===== config.mk =====
export PLATFORM = sky130hd
export DESIGN_NAME = direct_mapped_write_through_cache_core
export DESIGN_NICKNAME = d
export VERILOG_FILES = /design/src/rtl/core/dmwtc_pkg.sv /design/src/rtl/core/dmwtc_ctrl.sv /design/src/rtl/core/dmwtc_datapath.sv /design/src/rtl/core/direct_mapped_write_through_cache_core.sv
export SDC_FILE = /design/constraint.sdc
export NUM_CORES = 1
export LEC_CHECK = 0
export BUFFER_PORTS_ARGS = -buffer_cell sky130_fd_sc_hd__buf_2
export CORE_ASPECT_RATIO = 0.75
export CORE_MARGIN = 4
export CORE_UTILIZATION = 50
export DETAILED_ROUTE_END_ITERATION = 7
export HOLD_SLACK_MARGIN = 0.1
export PLACE_DENSITY = 0.78
export SYNTH_ARGS = -nofsm -noshare
export SYNTH_HDL_FRONTEND = slang
export SYNTH_SLANG_ARGS = --single-unit
export TNS_END_PERCENT = 1

===== constraint.sdc =====
create_clock -name aclk -period 3.7 [get_ports aclk]
set_input_delay 0.37 -clock aclk [delete_from_list [all_inputs] [get_ports aclk]]
set_output_delay 0.37 -clock aclk [all_outputs]
set_load 0.03 [all_outputs]

===== src/rtl/core/dmwtc_pkg.sv =====
// ----------------------------------------------------------------------------
// dmwtc_pkg
// Types, widths and codes shared by the cache core modules.
// ----------------------------------------------------------------------------
package dmwtc_pkg;

    // field widths
    localparam int ADDR_W    = 5;
    localparam int BYTE_W    = 8;
    localparam int BLK_W     = ADDR_W - 1;
    localparam int S_TDATA_W = 16;
    localparam int M_TDATA_W = 8;

    // the byte address reaches this many store locations at most
    localparam int MEM_SPAN = 1 << ADDR_W;

    // parameter defaults
    localparam int LINE_COUNT_DEF = 8;
    localparam int MEM_BYTES_DEF  = 32;

    // request kinds carried on s_tuser
    localparam logic REQ_READ  = 1'b0;
    localparam logic REQ_WRITE = 1'b1;

    // one cache line: block number (tag and index together) and two bytes
    typedef struct packed {
        logic [BLK_W-1:0]  blk;
        logic [BYTE_W-1:0] b1;
        logic [BYTE_W-1:0] b0;
    } line_t;

    // controller to datapath commands
    typedef struct packed {
        logic load;    // capture request, read line and block
        logic commit;  // resolve access, update stores, fill output
    } cmd_t;

endpackage


===== src/rtl/core/dmwtc_ctrl.sv =====
// ----------------------------------------------------------------------------
// dmwtc_ctrl
// Access sequencer: accepts an item, then commits it once the output
// register is free, and owns the result valid flag.
// ----------------------------------------------------------------------------
module dmwtc_ctrl (
    input  logic               aclk,
    input  logic               aresetn,
    input  logic               s_tvalid,
    output logic               s_tready,
    output logic               m_tvalid,
    input  logic               m_tready,
    output dmwtc_pkg::cmd_t    cmd
);
    import dmwtc_pkg::*;

    typedef enum logic [1:0] {
        ST_IDLE = 2'b01,
        ST_EXEC = 2'b10
    } state_t;

    state_t state_reg, state_next;
    logic   m_tvalid_reg, m_tvalid_next;
    logic   out_free;

    assign out_free   = !m_tvalid_reg || m_tready;
    assign s_tready   = (state_reg == ST_IDLE);
    assign cmd.load   = (state_reg == ST_IDLE) && s_tvalid;
    assign cmd.commit = (state_reg == ST_EXEC) && out_free;
    assign m_tvalid   = m_tvalid_reg;

    // next state
    always_comb begin
        state_next = state_reg;
        unique case (state_reg)
            ST_IDLE: begin
                if (s_tvalid) state_next = ST_EXEC;
            end
            ST_EXEC: begin
                if (out_free) state_next = ST_IDLE;
            end
            default: state_next = ST_IDLE;
        endcase
    end

    // result valid flag
    always_comb begin
        m_tvalid_next = m_tvalid_reg;
        if (cmd.commit) begin
            m_tvalid_next = 1'b1;
        end else if (m_tready) begin
            m_tvalid_next = 1'b0;
        end
    end

    always_ff @(posedge aclk) begin
        if (!aresetn) begin
            state_reg    <= ST_IDLE;
            m_tvalid_reg <= 1'b0;
        end else begin
            state_reg    <= state_next;
            m_tvalid_reg <= m_tvalid_next;
        end
    end

endmodule


===== src/rtl/core/dmwtc_datapath.sv =====
// ----------------------------------------------------------------------------
// dmwtc_datapath
// Line store, backing store and result register. Reads both stores when an
// item is loaded, resolves hit, fill and write-through on commit.
// ----------------------------------------------------------------------------
module dmwtc_datapath #(
    parameter int LINE_COUNT = dmwtc_pkg::LINE_COUNT_DEF,
    parameter int MEM_BYTES  = dmwtc_pkg::MEM_BYTES_DEF
) (
    input  logic                               aclk,
    input  logic                               aresetn,
    input  dmwtc_pkg::cmd_t                    cmd,
    input  logic [dmwtc_pkg::S_TDATA_W-1:0]    s_tdata,
    input  logic                               s_tuser,
    output logic [dmwtc_pkg::M_TDATA_W-1:0]    m_tdata,
    output logic                               m_tuser
);
    import dmwtc_pkg::*;

    localparam int IDX_W     = $clog2(LINE_COUNT);
    localparam int MEM_DEPTH = (MEM_BYTES < MEM_SPAN) ? MEM_BYTES : MEM_SPAN;
    localparam int MEM_AW    = $clog2(MEM_DEPTH);
    localparam int MX_W      = ADDR_W + 1;

    // remainder by a constant: conditional subtract of shifted multiples
    function automatic logic [MX_W-1:0] rem_by(input logic [MX_W-1:0] x, input int m);
        logic [MX_W-1:0] r;
        r = x;
        for (int k = MX_W - 1; k >= 0; k--) begin
            if ((int'(r) >> k) >= m) r = r - MX_W'(m << k);
        end
        return r;
    endfunction

    // input fields
    logic [ADDR_W-1:0] in_addr;
    logic [BYTE_W-1:0] in_wval;
    logic [BLK_W-1:0]  in_blk;
    logic [IDX_W-1:0]  in_idx;
    logic [MX_W-1:0]   in_base;
    logic [MEM_AW-1:0] in_i0, in_i1;

    assign in_addr = s_tdata[ADDR_W-1:0];
    assign in_wval = s_tdata[ADDR_W +: BYTE_W];
    assign in_blk  = in_addr[ADDR_W-1:1];
    assign in_idx  = IDX_W'(rem_by(MX_W'(in_blk), LINE_COUNT));
    assign in_base = {1'b0, in_blk, 1'b0};
    assign in_i0   = MEM_AW'(rem_by(in_base, MEM_DEPTH));
    assign in_i1   = MEM_AW'(rem_by(in_base + MX_W'(1), MEM_DEPTH));

    // stores
    line_t             line_mem [LINE_COUNT];
    logic              line_vld_reg [LINE_COUNT];
    logic [BYTE_W-1:0] byte_mem [MEM_DEPTH];
    logic              byte_vld_reg [MEM_DEPTH];

    // request and read data captured at load
    logic              req_reg;
    logic [ADDR_W-1:0] addr_reg;
    logic [BYTE_W-1:0] wval_reg;
    logic [IDX_W-1:0]  idx_reg;
    line_t             line_rd_reg;
    logic              lv_rd_reg;
    logic [BYTE_W-1:0] rd0_reg, rd1_reg;
    logic              v0_reg, v1_reg;

    // result register
    logic [BYTE_W-1:0] read_value_reg, read_value_next;
    logic              hit_reg, hit_next;

    // commit-time values
    logic              is_write;
    logic              off;
    logic [BYTE_W-1:0] nb0, nb1;
    logic [MEM_AW-1:0] wr_idx;
    line_t             line_wr;

    assign is_write = (req_reg == REQ_WRITE);
    assign off      = addr_reg[0];
    assign wr_idx   = MEM_AW'(rem_by(MX_W'(addr_reg), MEM_DEPTH));
    assign hit_next = lv_rd_reg && (line_rd_reg.blk == addr_reg[ADDR_W-1:1]);

    // line contents after fill and write
    always_comb begin
        nb0 = hit_next ? line_rd_reg.b0 : (v0_reg ? rd0_reg : '0);
        nb1 = hit_next ? line_rd_reg.b1 : (v1_reg ? rd1_reg : '0);
        if (is_write) begin
            if (off) nb1 = wval_reg;
            else     nb0 = wval_reg;
        end
        line_wr.blk     = addr_reg[ADDR_W-1:1];
        line_wr.b1      = nb1;
        line_wr.b0      = nb0;
        read_value_next = off ? nb1 : nb0;
    end

    // capture request and read both stores
    always_ff @(posedge aclk) begin
        if (cmd.load) begin
            req_reg     <= s_tuser;
            addr_reg    <= in_addr;
            wval_reg    <= in_wval;
            idx_reg     <= in_idx;
            line_rd_reg <= line_mem[in_idx];
            lv_rd_reg   <= line_vld_reg[in_idx];
            rd0_reg     <= byte_mem[in_i0];
            rd1_reg     <= byte_mem[in_i1];
            v0_reg      <= byte_vld_reg[in_i0];
            v1_reg      <= byte_vld_reg[in_i1];
        end
    end

    // line and store updates, result register
    always_ff @(posedge aclk) begin
        if (cmd.commit) begin
            line_mem[idx_reg] <= line_wr;
            read_value_reg    <= read_value_next;
            hit_reg           <= hit_next;
            if (is_write) byte_mem[wr_idx] <= wval_reg;
        end
    end

    // valid bits, cleared at reset
    always_ff @(posedge aclk) begin
        if (!aresetn) begin
            for (int i = 0; i < LINE_COUNT; i++) line_vld_reg[i] <= 1'b0;
            for (int i = 0; i < MEM_DEPTH; i++)  byte_vld_reg[i] <= 1'b0;
        end else if (cmd.commit) begin
            line_vld_reg[idx_reg] <= 1'b1;
            if (is_write) byte_vld_reg[wr_idx] <= 1'b1;
        end
    end

    assign m_tdata = read_value_reg;
    assign m_tuser = hit_reg;

endmodule


===== src/rtl/core/direct_mapped_write_through_cache_core.sv =====
// Flow: an accepted item's request and store reads are registered at load, and
// its result register is filled at commit, which waits while m_tready holds
// the previous result back. No new item is taken until the last one commits,
// since each passes through the line and backing stores in load then commit.
// Reset: aresetn clears the controller, the output valid flag and the valid
// bits of both stores, so all lines are invalid and all bytes read as zero.
// ----------------------------------------------------------------------------
// direct_mapped_write_through_cache_core
// Direct-mapped write-through, write-allocate cache in front of a byte-wide
// backing store, one result item per request item.
// ----------------------------------------------------------------------------
module direct_mapped_write_through_cache_core #(
    parameter int LINE_COUNT = dmwtc_pkg::LINE_COUNT_DEF,
    parameter int MEM_BYTES  = dmwtc_pkg::MEM_BYTES_DEF
) (
    input  logic                               aclk,
    input  logic                               aresetn,
    input  logic                               s_tvalid,
    output logic                               s_tready,
    input  logic [dmwtc_pkg::S_TDATA_W-1:0]    s_tdata,   // address[4:0], write_value[12:5]
    input  logic                               s_tuser,   // req_type
    output logic                               m_tvalid,
    input  logic                               m_tready,
    output logic [dmwtc_pkg::M_TDATA_W-1:0]    m_tdata,   // read_value[7:0]
    output logic                               m_tuser    // hit
);
    import dmwtc_pkg::*;

    cmd_t cmd;

    // sequencer
    dmwtc_ctrl u_ctrl (
        .aclk     (aclk),
        .aresetn  (aresetn),
        .s_tvalid (s_tvalid),
        .s_tready (s_tready),
        .m_tvalid (m_tvalid),
        .m_tready (m_tready),
        .cmd      (cmd)
    );

    // stores and result
    dmwtc_datapath #(
        .LINE_COUNT (LINE_COUNT),
        .MEM_BYTES  (MEM_BYTES)
    ) u_datapath (
        .aclk    (aclk),
        .aresetn (aresetn),
        .cmd     (cmd),
        .s_tdata (s_tdata),
        .s_tuser (s_tuser),
        .m_tdata (m_tdata),
        .m_tuser (m_tuser)
    );

endmodule


==> results.cfg <==
[synth]
yosys_warnings = 0
synth_edf_count = 478
ys_ff_latch = 521
netlist_area_um2 = 19900
synth_top_area_share_pct = 72.0
syn_area_per_cell_um2 = 21.1
synth-main-ff-cell = edfxtp_1
syn-num-nets = 964
async_flop_share_pct = 0
seq_area_frac_synth_pct = 76.3
netlist_instances = 943
ys_types = 33
yosysTopAreaCell = edfxtp_1
ys_top_cells_by_area = edfxtp_1 72%, mux4_2 15%, dfxtp_1 4.3%

[sta]
rsz0062_at_grt = no
setup_viol_count_final = 0
finalCriticalPeriod_ps = 2800
fmax_ghz = 0.357
finalHoldViolations = 0
fin_crit_sh_pct = 75.8
finalMaxSlewViolations = 0
fin_setup_tns_ps = 0
relSlewSlack_pct = 12.4
clock_skew_ps = 17.5
tightest_slew_ps = 1310

[floorplan]
floorplan.initialDensity_pct = 50.6
dieArea_um2 = 43200
core_um2 = 39400
row_count = 63
die_x_um = 239
pin_count = 32
fp.dieH_um = 181

[grt]
track_usage_pct = 20.0
antenna_found_initial = 1
grt_pass1_vias = 9906
grt_max_degree = 45
gr-total-overflow = 0
grt_pass1_wl_um = 64600

[critical_path]
crit_path_frequent_cell = nand2b_1
crit_path_max_fanout = 17
critPathBufInv = 0
path_cells = nand2b_1 > nand2b_1 > nor2_1
start_kind = register
path_delay_family = simple AND/OR/NAND/NOR gates
crit_type = reg2reg
crit_path_max_incr_delay_ps = 740
crit_slowest_cell = nor2_1
endpoint_kind = register
worstPathRequired_ps = 3890
arrival_ps = 2990

[routing]
drc_errors = 0
drt_wl_total_um = 42300
wire_per_inst_um = 26.8
vias = 9726
ant_nets = 0
drt_iter0_drc = 1345
viasPerCell = 6.18
first_pass_iters = 6

[status]
status = complete, no violations

[clock_tree]
cts.htree.levels = 2
cts.repair_timing.setup_buffer_count = 0
ctsHoldBuffers = 10
cts_resized = 0
cts_buffers = 44
cts_tree = built
cts.sinks = 521
clockRootBuffer = clkbuf_16
clock_latency_ps = 570
clk_pin_slew_worst_paths_ps = 70
cts_buffer_depth = 3

[cells_and_area]
largest_reg_flops = 256
finalNetCount = 1041
final_cell_area_um2 = 22400
drive_gt1_share_pct = 29.5
diodes = 0
syn_to_final_growth_pct = 12.5

[run]
cap_viol_max_count = 0

[power]
irDropWorstVdd_mv = 0.578
total_leakage_power_nw = 7.14
power.density_nw_per_um2 = 528

[placement]
place_congestion = 0.835
dp_hpwl_um = 24000
portBuffers = 28
placed_cell_area_um2 = 20900

[hold_path]
hold_path_class = in2reg
-- tightest hold or removal path: cells and delay by family --
| kind | cells | cell delay, ps |
|---|---|---|
| AO/OA/AOI/OAI | 1 | 80 |
| buffers and inverters | 1 | 80 |
| AND/OR/NAND/NOR | 1 | 110 |
-- cells in the mapped netlist, drive strengths merged, types with 3 or more instances --
| cell | count |
|---|---|
| o21a | 41 |
| inv | 9 |
| dfxtp | 43 |
| mux2 | 21 |
| and2 | 3 |
| or2 | 3 |
| mux4 | 132 |
| xor2 | 3 |
| nand2b | 6 |
| nor2b | 3 |
| buf | 30 |
| a21oi | 48 |
| nor3 | 4 |
| nor2 | 58 |
| edfxtp | 478 |
| clkbuf | 23 |
| nand2 | 20 |
| a222oi | 8 |
-- path summary, 6_finish.rpt --
check	startpoint	to	slack (ps)	cells after the start
worst min register to register	u_datapath.byte_vld_reg[20]	u_datapath.byte_vld_reg[20]	460	1
worst max-delay path	u_datapath.is_write	u_datapath.byte_mem[24][5]	900	3
worst max register to register	u_datapath.is_write	u_datapath.byte_mem[24][5]	900	3
worst min-delay path	m_tready	u_ctrl.m_tvalid	140	3
-- metrics by stage --
stage	power, W	hold WS (ps)	cells	setup WS, ps	util [%]
finish	0.0118	140	1574	897	56.9
global route	0.0122	147	1574	798	56.9
CTS	0.0119	129	1574	983	56.9
detailed placement	0.00726	450	1484	1010	53.0
global placement	0.00724	441	1484	1060	53.0
floorplan	0.00706	435	943	472	-
-- area by class of cell --
class / count / area [um^2]
clock buffers: 61 / 1250
clock inverters: 19 / 200
fillers: 2783 / 17000
flip-flops and latches: 521 / 15200
repair buffers: 84 / 669
multi-input cells: 360 / 4410
inverters: 9 / 33.8
well taps: 520 / 651
-- cells by family (layout without fill, tap and decap cells) --
logic type	after synthesis	in the layout	share of synthesized area, %
simple gates	105	105	2.37
flops	521	521	76.3
buf+inv	62	173	1.70
xor+xnor	4	4	0.176
mux	153	153	16.1
compound gates	98	98	3.32
-- layout by cell type (no fill, tap or decap), types with 21 or more instances in the layout --
cell type,count
a21oi_1,41
buf_2,26
o21a_1,41
buf_4,41
edfxtp_1,478
clkbuf_16,45
mux2_2,21
nor2_1,52
dfxtp_1,43
mux4_2,132
-- report_power, final --
group          leakage (nW)  internal (W)  switching, W
clock network         0.704       0.00264       0.00205
registers              4.68       0.00652     0.0000557
logic                  1.76      0.000222      0.000347
-- layer usage --
metal  vias to the layer above  share of wire, %  GRT usage, %
li1                       4026                 -             -
met1                      5095                41          30.3
met2                       525                47          31.0
met3                        78               9.4          4.20
met4                         2               1.9          4.11
met5                         -             0.017             0
(Power assumes the default switching activity.)
